File: src/sv/cffa_pkg.sv
package cffa_pkg;

   localparam int MAX_FILES_DEFAULT  = 32;
   localparam int MAX_BLOCKS_DEFAULT = 1024;
   localparam int NAME_BYTES_DEFAULT = 8;

   localparam int NAME_W   = 64;
   localparam int COUNT_W  = 11;
   localparam int OWNER_W  = 16;
   localparam int STATUS_W = 2;
   localparam int START_W  = 10;
   localparam int CSR_W    = 32;

   localparam logic [COUNT_W-1:0] DISK_SIZE_RESET = 11'd1024;

   localparam logic [STATUS_W-1:0] ST_OK       = 2'd0;
   localparam logic [STATUS_W-1:0] ST_NOSPACE  = 2'd1;
   localparam logic [STATUS_W-1:0] ST_NOTFOUND = 2'd2;
   localparam logic [STATUS_W-1:0] ST_NOPERM   = 2'd3;

   localparam logic OP_CREATE = 1'b0;
   localparam logic OP_DELETE = 1'b1;

   localparam logic [0:0] REG_DISK_SIZE = 1'b0;

   typedef enum logic [2:0] {
      S_IDLE,
      S_SCAN_RD,
      S_SCAN_CHK,
      S_DEL_RD,
      S_DEL_CHK,
      S_RESP
   } state_type;

endpackage

File: src/sv/cffa_ram.sv
module cffa_ram #(
   parameter int WIDTH = 8,
   parameter int DEPTH = 32
) (
   input  logic                     clock,
   input  logic                     wr_en,
   input  logic [$clog2(DEPTH)-1:0] wr_addr,
   input  logic [WIDTH-1:0]         wr_data,
   input  logic [$clog2(DEPTH)-1:0] rd_addr,
   output logic [WIDTH-1:0]         rd_data
);

   logic [WIDTH-1:0] mem_ff [DEPTH];

   always_ff @(posedge clock) begin
      if (wr_en) begin
         mem_ff[wr_addr] <= wr_data;
      end
      rd_data <= mem_ff[rd_addr];
   end

endmodule

File: src/sv/cffa_ctrl.sv
module cffa_ctrl #(
   parameter int MAX_FILES  = cffa_pkg::MAX_FILES_DEFAULT,
   parameter int MAX_BLOCKS = cffa_pkg::MAX_BLOCKS_DEFAULT,
   parameter int NAME_BYTES = cffa_pkg::NAME_BYTES_DEFAULT
) (
   input  logic                            clock,
   input  logic                            reset,
   input  logic [cffa_pkg::COUNT_W-1:0]    disk_size,
   input  logic                            req_valid,
   output logic                            req_ready,
   input  logic                            req_operation,
   input  logic [cffa_pkg::NAME_W-1:0]     req_file_name,
   input  logic [cffa_pkg::COUNT_W-1:0]    req_block_count,
   input  logic signed [cffa_pkg::OWNER_W-1:0] req_owner_id,
   input  logic                            req_is_realtime,
   output logic                            rsp_valid,
   input  logic                            rsp_ready,
   output logic [cffa_pkg::STATUS_W-1:0]   rsp_status,
   output logic [cffa_pkg::START_W-1:0]    rsp_start_block
);

   localparam int FW = (MAX_FILES > 1) ? $clog2(MAX_FILES) : 1;
   localparam int BW = $clog2(MAX_BLOCKS + 1);
   localparam int EW = cffa_pkg::NAME_W + BW + BW + cffa_pkg::OWNER_W;
   localparam logic [cffa_pkg::NAME_W-1:0] NAME_MASK =
      {cffa_pkg::NAME_W{1'b1}} >> (cffa_pkg::NAME_W - 8 * NAME_BYTES);

   cffa_pkg::state_type state_ff, state_in;
   logic [MAX_FILES-1:0] used_ff, used_in;
   logic [FW-1:0] idx_ff, idx_in;
   logic [BW-1:0] blk_ff, blk_in, run_ff, run_in, limit_ff, limit_in;
   logic [BW-1:0] cnt_ff, cnt_in;
   logic [cffa_pkg::NAME_W-1:0] name_ff, name_in;
   logic [cffa_pkg::OWNER_W-1:0] own_ff, own_in;
   logic rt_ff, rt_in, taken_ff, taken_in;
   logic [cffa_pkg::STATUS_W-1:0] st_ff, st_in;
   logic [cffa_pkg::START_W-1:0] sb_ff, sb_in;

   logic wr_en;
   logic [FW-1:0] wr_addr;
   logic [EW-1:0] wr_data, rd_data;
   logic [cffa_pkg::NAME_W-1:0] rd_name;
   logic [BW-1:0] rd_start, rd_len;
   logic [cffa_pkg::OWNER_W-1:0] rd_owner;
   logic [BW:0] rd_end;
   logic hit;
   logic free_found;
   logic [FW-1:0] free_idx;
   logic [BW-1:0] lim_sat, first;

   function automatic logic [cffa_pkg::COUNT_W-1:0] COUNT_MAX();
      return (BW >= cffa_pkg::COUNT_W) ? '1 : cffa_pkg::COUNT_W'((1 << BW) - 1);
   endfunction

   function automatic logic [cffa_pkg::COUNT_W:0] COUNT_W_LIM(input logic [BW-1:0] v);
      return (cffa_pkg::COUNT_W + 1)'(v);
   endfunction

   assign {rd_name, rd_start, rd_len, rd_owner} = rd_data;
   assign rd_end = {1'b0, rd_start} + {1'b0, rd_len};
   assign hit = used_ff[idx_ff] && ({1'b0, blk_ff} >= {1'b0, rd_start})
                && ({1'b0, blk_ff} < rd_end);
   assign first = blk_ff + BW'(1) - cnt_ff;

   always_comb begin
      free_found = 1'b0;
      free_idx   = '0;
      for (int f = MAX_FILES - 1; f >= 0; f--) begin
         if (!used_ff[f]) begin
            free_found = 1'b1;
            free_idx   = FW'(f);
         end
      end
      if ({1'b0, disk_size} > (BW + 1)'(MAX_BLOCKS)) begin
         lim_sat = BW'(MAX_BLOCKS);
      end else begin
         lim_sat = BW'(disk_size);
      end
   end

   cffa_ram #(.WIDTH(EW), .DEPTH(MAX_FILES)) u_entries (
      .clock   (clock),
      .wr_en   (wr_en),
      .wr_addr (wr_addr),
      .wr_data (wr_data),
      .rd_addr (idx_in),
      .rd_data (rd_data)
   );

   always_ff @(posedge clock) begin
      if (reset) begin
         state_ff <= cffa_pkg::S_IDLE;
         used_ff  <= '0;
      end else begin
         state_ff <= state_in;
         used_ff  <= used_in;
      end
      idx_ff   <= idx_in;
      blk_ff   <= blk_in;
      run_ff   <= run_in;
      limit_ff <= limit_in;
      cnt_ff   <= cnt_in;
      name_ff  <= name_in;
      own_ff   <= own_in;
      rt_ff    <= rt_in;
      taken_ff <= taken_in;
      st_ff    <= st_in;
      sb_ff    <= sb_in;
   end

   always_comb begin
      state_in = state_ff;
      used_in  = used_ff;
      idx_in   = idx_ff;
      blk_in   = blk_ff;
      run_in   = run_ff;
      limit_in = limit_ff;
      cnt_in   = cnt_ff;
      name_in  = name_ff;
      own_in   = own_ff;
      rt_in    = rt_ff;
      taken_in = taken_ff;
      st_in    = st_ff;
      sb_in    = sb_ff;
      wr_en    = 1'b0;
      wr_addr  = free_idx;
      wr_data  = {name_ff, blk_ff + BW'(1) - cnt_ff, cnt_ff, own_ff};
      req_ready = (state_ff == cffa_pkg::S_IDLE);
      rsp_valid = (state_ff == cffa_pkg::S_RESP);
      case (state_ff)
         cffa_pkg::S_IDLE: begin
            idx_in = '0;
            if (req_valid) begin
               name_in  = req_file_name & NAME_MASK;
               cnt_in   = (req_block_count > COUNT_MAX()) ? '1 : BW'(req_block_count);
               own_in   = req_owner_id;
               rt_in    = req_is_realtime;
               limit_in = lim_sat;
               blk_in   = '0;
               run_in   = '0;
               taken_in = 1'b0;
               sb_in    = '0;
               if (req_operation == cffa_pkg::OP_CREATE) begin
                  st_in = cffa_pkg::ST_NOSPACE;
                  if (req_block_count == '0 || lim_sat == '0
                      || {1'b0, req_block_count} > {1'b0, COUNT_W_LIM(lim_sat)}) begin
                     state_in = cffa_pkg::S_RESP;
                  end else begin
                     state_in = cffa_pkg::S_SCAN_RD;
                  end
               end else begin
                  st_in    = cffa_pkg::ST_NOTFOUND;
                  state_in = cffa_pkg::S_DEL_RD;
               end
            end
         end
         cffa_pkg::S_SCAN_RD: begin
            state_in = cffa_pkg::S_SCAN_CHK;
         end
         cffa_pkg::S_SCAN_CHK: begin
            if (hit) begin
               taken_in = 1'b1;
            end
            if (idx_ff != FW'(MAX_FILES - 1) && !hit) begin
               idx_in   = idx_ff + FW'(1);
               state_in = cffa_pkg::S_SCAN_RD;
            end else begin
               idx_in   = '0;
               taken_in = 1'b0;
               if (hit || taken_ff) begin
                  run_in = '0;
               end else begin
                  run_in = run_ff + BW'(1);
               end
               if (!(hit || taken_ff) && run_ff + BW'(1) == cnt_ff) begin
                  state_in = cffa_pkg::S_RESP;
                  if (free_found) begin
                     wr_en            = 1'b1;
                     used_in[free_idx] = 1'b1;
                     st_in            = cffa_pkg::ST_OK;
                     sb_in            = cffa_pkg::START_W'(first);
                  end
               end else if (blk_ff + BW'(1) >= limit_ff) begin
                  state_in = cffa_pkg::S_RESP;
               end else begin
                  blk_in   = blk_ff + BW'(1);
                  state_in = cffa_pkg::S_SCAN_RD;
               end
            end
         end
         cffa_pkg::S_DEL_RD: begin
            state_in = cffa_pkg::S_DEL_CHK;
         end
         cffa_pkg::S_DEL_CHK: begin
            if (used_ff[idx_ff] && rd_name == name_ff) begin
               state_in = cffa_pkg::S_RESP;
               if (rt_ff || rd_owner == own_ff) begin
                  used_in[idx_ff] = 1'b0;
                  st_in = cffa_pkg::ST_OK;
               end else begin
                  st_in = cffa_pkg::ST_NOPERM;
               end
            end else if (idx_ff == FW'(MAX_FILES - 1)) begin
               state_in = cffa_pkg::S_RESP;
            end else begin
               idx_in   = idx_ff + FW'(1);
               state_in = cffa_pkg::S_DEL_RD;
            end
         end
         cffa_pkg::S_RESP: begin
            if (rsp_ready) begin
               state_in = cffa_pkg::S_IDLE;
            end
         end
         default: begin
            state_in = cffa_pkg::S_IDLE;
         end
      endcase
   end

   assign rsp_status      = st_ff;
   assign rsp_start_block = sb_ff;

endmodule

File: src/sv/contiguous_first_fit_file_allocator.sv
// Create: each block below disk_size (capped at MAX_BLOCKS) is checked against the
// entries one at a time, with a read state and a check state per entry.
// Delete: the entries are read one slot at a time, a read state and a check state per slot.
// One request at a time; the result is held until taken, then the next is accepted.
// Synchronous active-high reset clears the used bits and sets disk_size to 1024.
module contiguous_first_fit_file_allocator #(
   parameter int MAX_FILES  = cffa_pkg::MAX_FILES_DEFAULT,
   parameter int MAX_BLOCKS = cffa_pkg::MAX_BLOCKS_DEFAULT,
   parameter int NAME_BYTES = cffa_pkg::NAME_BYTES_DEFAULT
) (
   input  logic                            clock,
   input  logic                            reset,
   input  logic                            req_valid,
   output logic                            req_ready,
   input  logic                            req_operation,
   input  logic [cffa_pkg::NAME_W-1:0]     req_file_name,
   input  logic [cffa_pkg::COUNT_W-1:0]    req_block_count,
   input  logic signed [cffa_pkg::OWNER_W-1:0] req_owner_id,
   input  logic                            req_is_realtime,
   output logic                            rsp_valid,
   input  logic                            rsp_ready,
   output logic [cffa_pkg::STATUS_W-1:0]   rsp_status,
   output logic [cffa_pkg::START_W-1:0]    rsp_start_block,
   input  logic                            csr_psel,
   input  logic                            csr_penable,
   input  logic                            csr_pwrite,
   input  logic [2:0]                      csr_paddr,
   input  logic [cffa_pkg::CSR_W-1:0]      csr_pwdata,
   output logic [cffa_pkg::CSR_W-1:0]      csr_prdata,
   output logic                            csr_pready
);

   logic [cffa_pkg::COUNT_W-1:0] disk_size_ff;

   always_ff @(posedge clock) begin
      if (reset) begin
         disk_size_ff <= cffa_pkg::DISK_SIZE_RESET;
      end else if (csr_psel && csr_penable && csr_pwrite
                   && csr_paddr[2] == cffa_pkg::REG_DISK_SIZE && csr_paddr[1:0] == 2'b00) begin
         disk_size_ff <= csr_pwdata[cffa_pkg::COUNT_W-1:0];
      end
   end

   assign csr_pready = 1'b1;
   assign csr_prdata = (csr_paddr[2] == cffa_pkg::REG_DISK_SIZE)
                       ? {{(cffa_pkg::CSR_W - cffa_pkg::COUNT_W){1'b0}}, disk_size_ff} : '0;

   cffa_ctrl #(
      .MAX_FILES  (MAX_FILES),
      .MAX_BLOCKS (MAX_BLOCKS),
      .NAME_BYTES (NAME_BYTES)
   ) u_ctrl (
      .clock           (clock),
      .reset           (reset),
      .disk_size       (disk_size_ff),
      .req_valid       (req_valid),
      .req_ready       (req_ready),
      .req_operation   (req_operation),
      .req_file_name   (req_file_name),
      .req_block_count (req_block_count),
      .req_owner_id    (req_owner_id),
      .req_is_realtime (req_is_realtime),
      .rsp_valid       (rsp_valid),
      .rsp_ready       (rsp_ready),
      .rsp_status      (rsp_status),
      .rsp_start_block (rsp_start_block)
   );

endmodule

File: config.mk
export PLATFORM = sky130hd
export DESIGN_NAME = contiguous_first_fit_file_allocator
export DESIGN_NICKNAME = d
export VERILOG_FILES = /design/src/sv/cffa_pkg.sv /design/src/sv/cffa_ram.sv /design/src/sv/cffa_ctrl.sv /design/src/sv/contiguous_first_fit_file_allocator.sv
export SDC_FILE = /design/constraint.sdc
export NUM_CORES = 2
export LEC_CHECK = 0
export ABC_AREA = 1
export BUFFER_PORTS_ARGS = -buffer_cell sky130_fd_sc_hd__buf_2
export CAP_MARGIN = 5
export CORE_ASPECT_RATIO = 1.4
export CORE_UTILIZATION = 40
export CTS_CLUSTER_SIZE = 25
export DETAILED_ROUTE_END_ITERATION = 8
export SYNTH_ARGS = -nofsm -noshare
export SYNTH_HDL_FRONTEND = slang
export SYNTH_SLANG_ARGS = --single-unit
File: constraint.sdc
create_clock -name clock -period 25.5 [get_ports clock]
set_clock_uncertainty 0.15 [all_clocks]
set_input_delay 1.275 -clock clock [delete_from_list [all_inputs] [get_ports clock]]
set_output_delay 1.275 -clock clock [all_outputs]
set_load 0.02 [all_outputs]
== Yosys cells after proc, flatten, opt, wreduce, memory -nomap -nowiden ==
Memory sizes are Yosys's and may differ from the RTL's. A register that Yosys moved wholly into a read port is not among the register bits.
Cells that the tools add are included.

* Bitwise logic cells: 4
* $lt $le $gt $ge: 10
* Add/subtract/negate cells: 5
* Reduce and logical (&&, ||, !) cells: 32
* Multiplexer cells: 123
* Equality and inequality tests: 20

{| class="wikitable"
|+ Operators by type and width
! cell !! number
|-
| 2-to-1 mux 5 bit || 35
|-
| 2-to-1 mux 32 bit || 5
|-
| 2-to-1 mux 11 bit || 8
|-
| == test 64 bit || 1
|-
| case mux 32 bit (2 select lines) || 1
|-
| 2-to-1 mux 1 bit || 44
|-
| case mux 11 bit (2 select lines) || 2
|-
| 2-to-1 mux 10 bit || 4
|-
| AND 32 bit || 1
|-
| NOT 32 bit || 1
|-
| OR 32 bit || 1
|-
| 2-to-1 mux 3 bit || 9
|-
| adder 11 x 1 -> 11 bit, second input constant || 2
|-
| greater-or-equal comparator 11 bit || 2
|-
| > comparator 11 bit, second input constant || 2
|-
| zero test 11 bit || 2
|-
| case mux 10 bit (2 select lines) || 1
|-
| case mux 3 bit (6 select lines) || 1
|-
| == test 16 bit || 1
|-
| case mux 5 bit (3 select lines) || 1
|-
| 2-to-1 mux 2 bit || 7
|-
| adder 11 x 11 -> 12 bit || 1
|-
| < comparator 11 x 12 -> 1 bit || 1
|-
| < comparator 5 x 6 -> 1 bit, second input constant || 2
|-
| 29 further kinds || 59
|}

* Memories kept: 1
* Input port bits: 135
* Output and inout port bits: 47
* Memory bits (writable): 3264
* Register bits after elaboration: 189
* Logic and storage cells: 209

{| class="wikitable"
|+ Memories
! name !! depth !! bits a word !! read ports !! clocked after Yosys merged registers in !! write ports !! line !! text
|-
| u_ctrl.u_entries.mem_ff || 32 || 102 || 1 || 1 || 1 || cffa_ram.sv:13 || <nowiki>logic [WIDTH-1:0] mem_ff [DEPTH];</nowiki>
|}

== Logic depth before layout (Yosys ltp) ==
* Depth after elaboration: 41
* Depth in mapped cells: 36
* Mapped depth without buffers: 36

== Modules after synthesis ==
Synthesis repeated with hierarchy kept, for this count alone.

* Cell total of the unflattened synthesis: 12099
* Area total of the unflattened synthesis: 143990.6 µm²

{| class="wikitable"
|+ By module, submodules not included
! module !! cells each !! area an instance (µm²) !! times used !! seq. area each (µm²)
|-
| cffa_ram || 10745 || 132359.4 || 1 || 100056.0
|-
| cffa_ctrl || 1221 || 10826.6 || 1 || 4944.7
|-
| contiguous_first_fit_file_allocator || 133 || 804.5 || 1 || 220.2
|}

== Worst setup path after synthesis ==
No wires, ideal clock.

* Path kind: flip-flop to flip-flop
* Start: register u_ctrl.u_entries.rd_data[27], read port of u_ctrl.u_entries.mem_ff
* End: memory u_ctrl.u_entries.mem_ff[19][0] (netlist bit), enable pin
* Stages on the path, launching flop included: 21
* Arrival time: 7.316 ns
* Clock period less this slack: 8.031 ns
* Required time: 24.786 ns
* Setup time: 0.564 ns
* Setup slack: 17.469 ns
* Path buffers: 1
* Path through: dfxtp_1 -> ha_1 -> fa_1 -> a21oi_1 -> o21bai_1 -> a21oi_1 -> o21bai_1 -> a21oi_1 -> o21bai_1 -> xor2_1 -> ha_1 -> nand2_1 -> o21bai_1 -> nand2_1 -> a21oi_1 -> o31ai_2 -> nand2_1 -> nor2_1 -> nand3_1 -> clkbuf_1 -> nor2_1

* Cells in the longest elaborated chain, start to end: 11
* Elaborated cells on any way between the ends: 15
* Classes of those cells: add/sub (1); order compare (2); mux (5); reduce/logical (7)

{| class="wikitable"
|+ RTL lines
! element !! line !! text
|-
| start, declared || cffa_ram.sv:10 || <nowiki>output logic [WIDTH-1:0] rd_data</nowiki>
|-
| adder 11 x 11 -> 12 bit / greater-or-equal comparator 11 bit (equally long branches) || cffa_ctrl.sv:60, cffa_ctrl.sv:61 ||
|-
| < comparator 11 x 12 -> 1 bit / logical AND 1 bit (equally long branches) || cffa_ctrl.sv:62, cffa_ctrl.sv:61 ||
|-
| logical AND 1 bit (*) || cffa_ctrl.sv:62 || <nowiki>&& ({1'b0, blk_ff} < rd_end);</nowiki>
|-
| logical OR 1 bit || cffa_ctrl.sv:175 || <nowiki>if (!(hit || taken_ff) && run_ff + BW'(1) == cnt_ff) begin</nowiki>
|-
| zero test 1 bit || cffa_ctrl.sv:175 ||
|-
| logical AND 1 bit || cffa_ctrl.sv:175 ||
|-
| 2-to-1 mux 1 bit || cffa_ctrl.sv:175 ||
|-
| 2-to-1 mux 1 bit (*) || cffa_ctrl.sv:164 || <nowiki>if (idx_ff != FW'(MAX_FILES - 1) && !hit) begin</nowiki>
|-
| 2-to-1 mux 1 bit (*) || cffa_ctrl.sv:130 || <nowiki>case (state_ff)</nowiki>
|-
| 2-to-1 mux 1 bit (*) || cffa_ram.sv:16 || <nowiki>if (wr_en) begin</nowiki>
|-
| 2-to-1 mux 1 bit (implied by the code) (*) || cffa_ram.sv:17 || <nowiki>mem_ff[wr_addr] <= wr_data;</nowiki>
|-
| end, declared || cffa_ram.sv:13 ||
|}

Every way passes the cells marked *; elsewhere a longest branch is shown, timed or not.

== Worst setup path after layout ==
* Start: register u_ctrl.name_ff[23] (netlist bit)
* End: register u_ctrl.u_entries.rd_data[69], read port of u_ctrl.u_entries.mem_ff

* Cells in the longest elaborated chain, start to end: 4

{| class="wikitable"
|+ RTL lines
! element !! line !! text
|-
| start, declared || cffa_ctrl.sv:33 || <nowiki>logic [cffa_pkg::NAME_W-1:0] name_ff, name_in;</nowiki>
|-
| start signal, assigned || cffa_ctrl.sv:103 || <nowiki>name_ff <= name_in;</nowiki>
|-
| == test 64 bit || cffa_ctrl.sv:195 || <nowiki>if (used_ff[idx_ff] && rd_name == name_ff) begin</nowiki>
|-
| logical AND 1 bit || cffa_ctrl.sv:195 ||
|-
| 2-to-1 mux 5 bit || cffa_ctrl.sv:195 ||
|-
| case mux 5 bit (3 select lines) || cffa_ctrl.sv:130 ||
|}

No other way between the ends.
A chain may end at the register's enable or synchronous reset.

==> results_dict.tcl <==
set metrics [dict create \
    wl_mm 434 \
    drv_slew 0 \
    synth.cell_area_um2 146000 \
    p_int_mw 10.3 \
    die_h_um 718 \
    maxCapViolCount 0 \
    p_clk_frac 0.356 \
    combPwrFrac 0.161 \
    max_freq_ghz 0.104 \
    end_kind "flop" \
    p_sw_mw 3.93 \
    ys.flop_type "edfxtp_1" \
    p_seq_frac 0.483 \
    grt_usage 0.228 \
    synthTopCellsByArea "edfxtp_1 (70%), nand3_1 (14%), nand2_1 (6.1%)" \
    swShare 0.277 \
    cts_root_buffer "clkbuf_16" \
    start_util 0.402 \
    min_path_type "reg2reg" \
    ir_worst_vdd_mv 0.0690 \
    critPathArrivalTime_ns 10.27 \
    cts_hold_buf 0 \
    avgSynthCellArea_um2 11.9 \
    p_leak_nw 56.2 \
    path_delay_family "simple AND/OR/NAND/NOR gates" \
    grt_max_degree 194 \
    wl_per_cell_um 25.3 \
    syn_to_final_growth_pct 11.0 \
    start_kind "flop" \
    h-tree-depth 5 \
    die-width_um 513 \
    numCtsBuffers 338 \
    tightest_slew_ns 1.27 \
    utilization 0.447 \
    grt_pass1_vias 94400 \
    drc 0 \
    async_flop_share 0 \
    run_status "completed" \
    dp_hpwl_mm 200 \
    num-fill-cells 32600 \
    path_class "reg2reg" \
    yosys.area.top_type "edfxtp_1" \
    layout-drive-gt1-share 0.0758 \
    grt_pass1_wl_mm 627 \
    cts_tree "yes" \
    critPathMaxStageDelay_ns 1.05 \
    synth_most_common_cell "nand3_1" \
    clock_path_buffers 4 \
    path_clk_slew_ns 0.06 \
    clock_sinks 3555 \
    ant_nets 0 \
    setup_viol 0 \
    portBuffers 138 \
    setup_tns_ns 0 \
    place_congestion 0.823 \
    p_total_mw 14.2 \
    path_common_cell "nand2_1" \
    die-area_um2 369000 \
    synth_commonest_cells "nand3_1 (4,160), edfxtp_1 (3,402), nand2_1 (2,381)" \
    path_cells "nor2_1, nor3b_1, nand3_1, nor4_2, and2_1, nand3_2, nand2_1, nand2_1, nand2_2, nand2_8, nand2_8, buf_4, buf_4, buf_4, buf_4, nand2_1, o211ai_1, nand3_1, nand3_1, nand2_1, nand2_1, nand2_1" \
    rows 262 \
    slowest_stage "edfxtp_1" \
    period_share 0.378 \
    coreArea_um2 364000 \
    cts_resized 0 \
    rsz0062_at_grt "false" \
    yosysSeqAreaShare 0.718 \
    post_synth_num_cell_types 54 \
    p_per_area_nw_per_um2 87.3 \
    hold_violations 0 \
    synthCells 12300 \
    fin_crit_ns 9.63 \
    post_cts_buffers 0 \
    worstPathRequired_ns 26.14 \
    dr.first_iter.drc_count 10600 \
    vias 98200 \
    firstDrtPassIters 6 \
    synth_edf_count 3402 \
    critPathMaxFanout 116 \
    grt_overflow 0 \
    ys_ff_latch 3555 \
    fin_nets 12300 \
    io_pins 182 \
    vias_per_cell 5.73 \
    clk_latency_ns 0.93 \
    worst-path-buf-inv 4 \
    antenna_found_initial 21 \
    relSlewSlack 0.150 \
    synth_top_cell_area_share 0.698 \
    yosysWarnings 0 \
]
routing by layer:
layer | wire length (um) | track usage | vias to the layer above
li1 | - | - | 44100
met1 | 169000 | 0.282 | 49300
met2 | 218000 | 0.405 | 3939
met3 | 28400 | 0.0268 | 856
met4 | 17600 | 0.0896 | 12
met5 | 88 | 0 | -
layout by cell type, fill, tap and decap left out, types with 5 or more instances in the layout:
| master | synthesis | layout |
|---|---|---|
| o21bai_1 | 7 | 7 |
| edfxtp_1 | 3402 | 3402 |
| nand4_1 | 58 | 58 |
| conb_1 | 2 | 22 |
| inv_1 | 348 | 346 |
| o21ai_0 | 81 | 81 |
| clkinvlp_4 | 0 | 14 |
| inv_6 | 0 | 11 |
| clkbuf_1 | 365 | 99 |
| buf_2 | 330 | 138 |
| clkinv_2 | 0 | 43 |
| nand3_1 | 4160 | 4159 |
| xor2_1 | 40 | 32 |
| o21ai_1 | 9 | 9 |
| or2_2 | 7 | 7 |
| o211ai_1 | 164 | 164 |
| nor3_1 | 19 | 18 |
| diode_2 | 0 | 10 |
| ha_1 | 72 | 72 |
| dfxtp_1 | 153 | 153 |
| clkbuf_16 | 0 | 346 |
| o31ai_1 | 12 | 12 |
| clkbuf_8 | 0 | 23 |
| clkinv_1 | 2 | 42 |
| nor2_1 | 202 | 168 |
| nand2_1 | 2381 | 2381 |
| bufinv_16 | 0 | 30 |
| nor4_1 | 9 | 8 |
| buf_12 | 0 | 23 |
| buf_4 | 75 | 223 |
| o2111ai_1 | 6 | 6 |
| nand2_2 | 7 | 5 |
| xnor2_1 | 63 | 63 |
| nor2_4 | 0 | 33 |
| inv_8 | 0 | 5 |
| inv_2 | 8 | 6 |
| a21oi_1 | 102 | 102 |
through the flow:
stage	setup slack [ns]	hold slack, ns	area, um2	cells
4_1_cts	16.21	0.304	162000	17100
3_3_place_gp	16.23	0.295	152000	16500
5_1_grt	15.56	0.336	163000	17100
3_5_place_dp	16.23	0.303	152000	16500
6_report	15.87	0.317	163000	17100
2_1_floorplan	17.47	0.314	147000	12300
kinds of logic after synthesis:
logic type / after synthesis / synth area share
simple gates: 6863 / 0.214
flops: 3555 / 0.718
buf+inv: 1284 / 0.0377
compound gates: 402 / 0.0176
xor+xnor: 103 / 0.00616
fa+ha+maj: 74 / 0.00642
other cells: 2 / 0.0000513
final timing paths:
check                                startpoint                              endpoint  slack (ns)  depth (start not counted)
setup / recovery   u_ctrl.name_ff[23]$_DFFE_PP_  u_ctrl.u_entries.rd_data[69]$_DFF_P_       15.87                         22
hold / removal    disk_size_ff[10]$_SDFFE_PP1P_         u_ctrl.limit_ff[10]$_DFFE_PP_        0.32                          0
setup reg to reg   u_ctrl.name_ff[23]$_DFFE_PP_  u_ctrl.u_entries.rd_data[69]$_DFF_P_       15.87                         22
hold reg to reg   disk_size_ff[10]$_SDFFE_PP1P_         u_ctrl.limit_ff[10]$_DFFE_PP_        0.32                          0
sequential cells by signal, indices dropped and copies added (netlist names), 2 cells and up:
| signal | flops |
|---|---|
| u_ctrl.rsp_start_block | 10 |
| u_ctrl.rsp_status | 2 |
| u_ctrl.run_ff | 11 |
| u_ctrl.cnt_ff | 11 |
| u_ctrl.own_ff | 16 |
| u_ctrl.state_ff | 3 |
| u_ctrl.u_entries.rd_data | 102 |
| u_ctrl.blk_ff | 11 |
| u_ctrl.name_ff | 64 |
| u_ctrl.u_entries.mem_ff | 3264 |
| u_ctrl.idx_ff | 5 |
| u_ctrl.limit_ff | 11 |
| u_ctrl.used_ff | 32 |
| disk_size_ff | 11 |
cell type report:
type	count	area (um2)	share of cell area
Antenna cell	10	25.0	0.000154
Clock buffer	468	9350	0.0575
Clock inverter	145	1560	0.00961
Inverter	358	1370	0.00845
Multi-Input combinational cell	7464	36200	0.223
Sequential cell	3555	105000	0.647
Tap cell	4752	5950	0.0366
Timing Repair Buffer	384	2830	0.0174
power by group through the flow:
| stage | clock [mW] | sequential, mW | combinational (mW) |
|---|---|---|---|
| finish | 5.05 | 6.85 | 2.28 |
| global route | 5.32 | 6.86 | 2.53 |
| CTS | 5.12 | 6.85 | 2.28 |
| detailed placement | 0 | 6.97 | 2.27 |
| global placement | 0 | 6.97 | 2.25 |
| floorplan | 0 | 6.97 | 1.59 |
No activity file was read; power rests on OpenSTA's default activity.
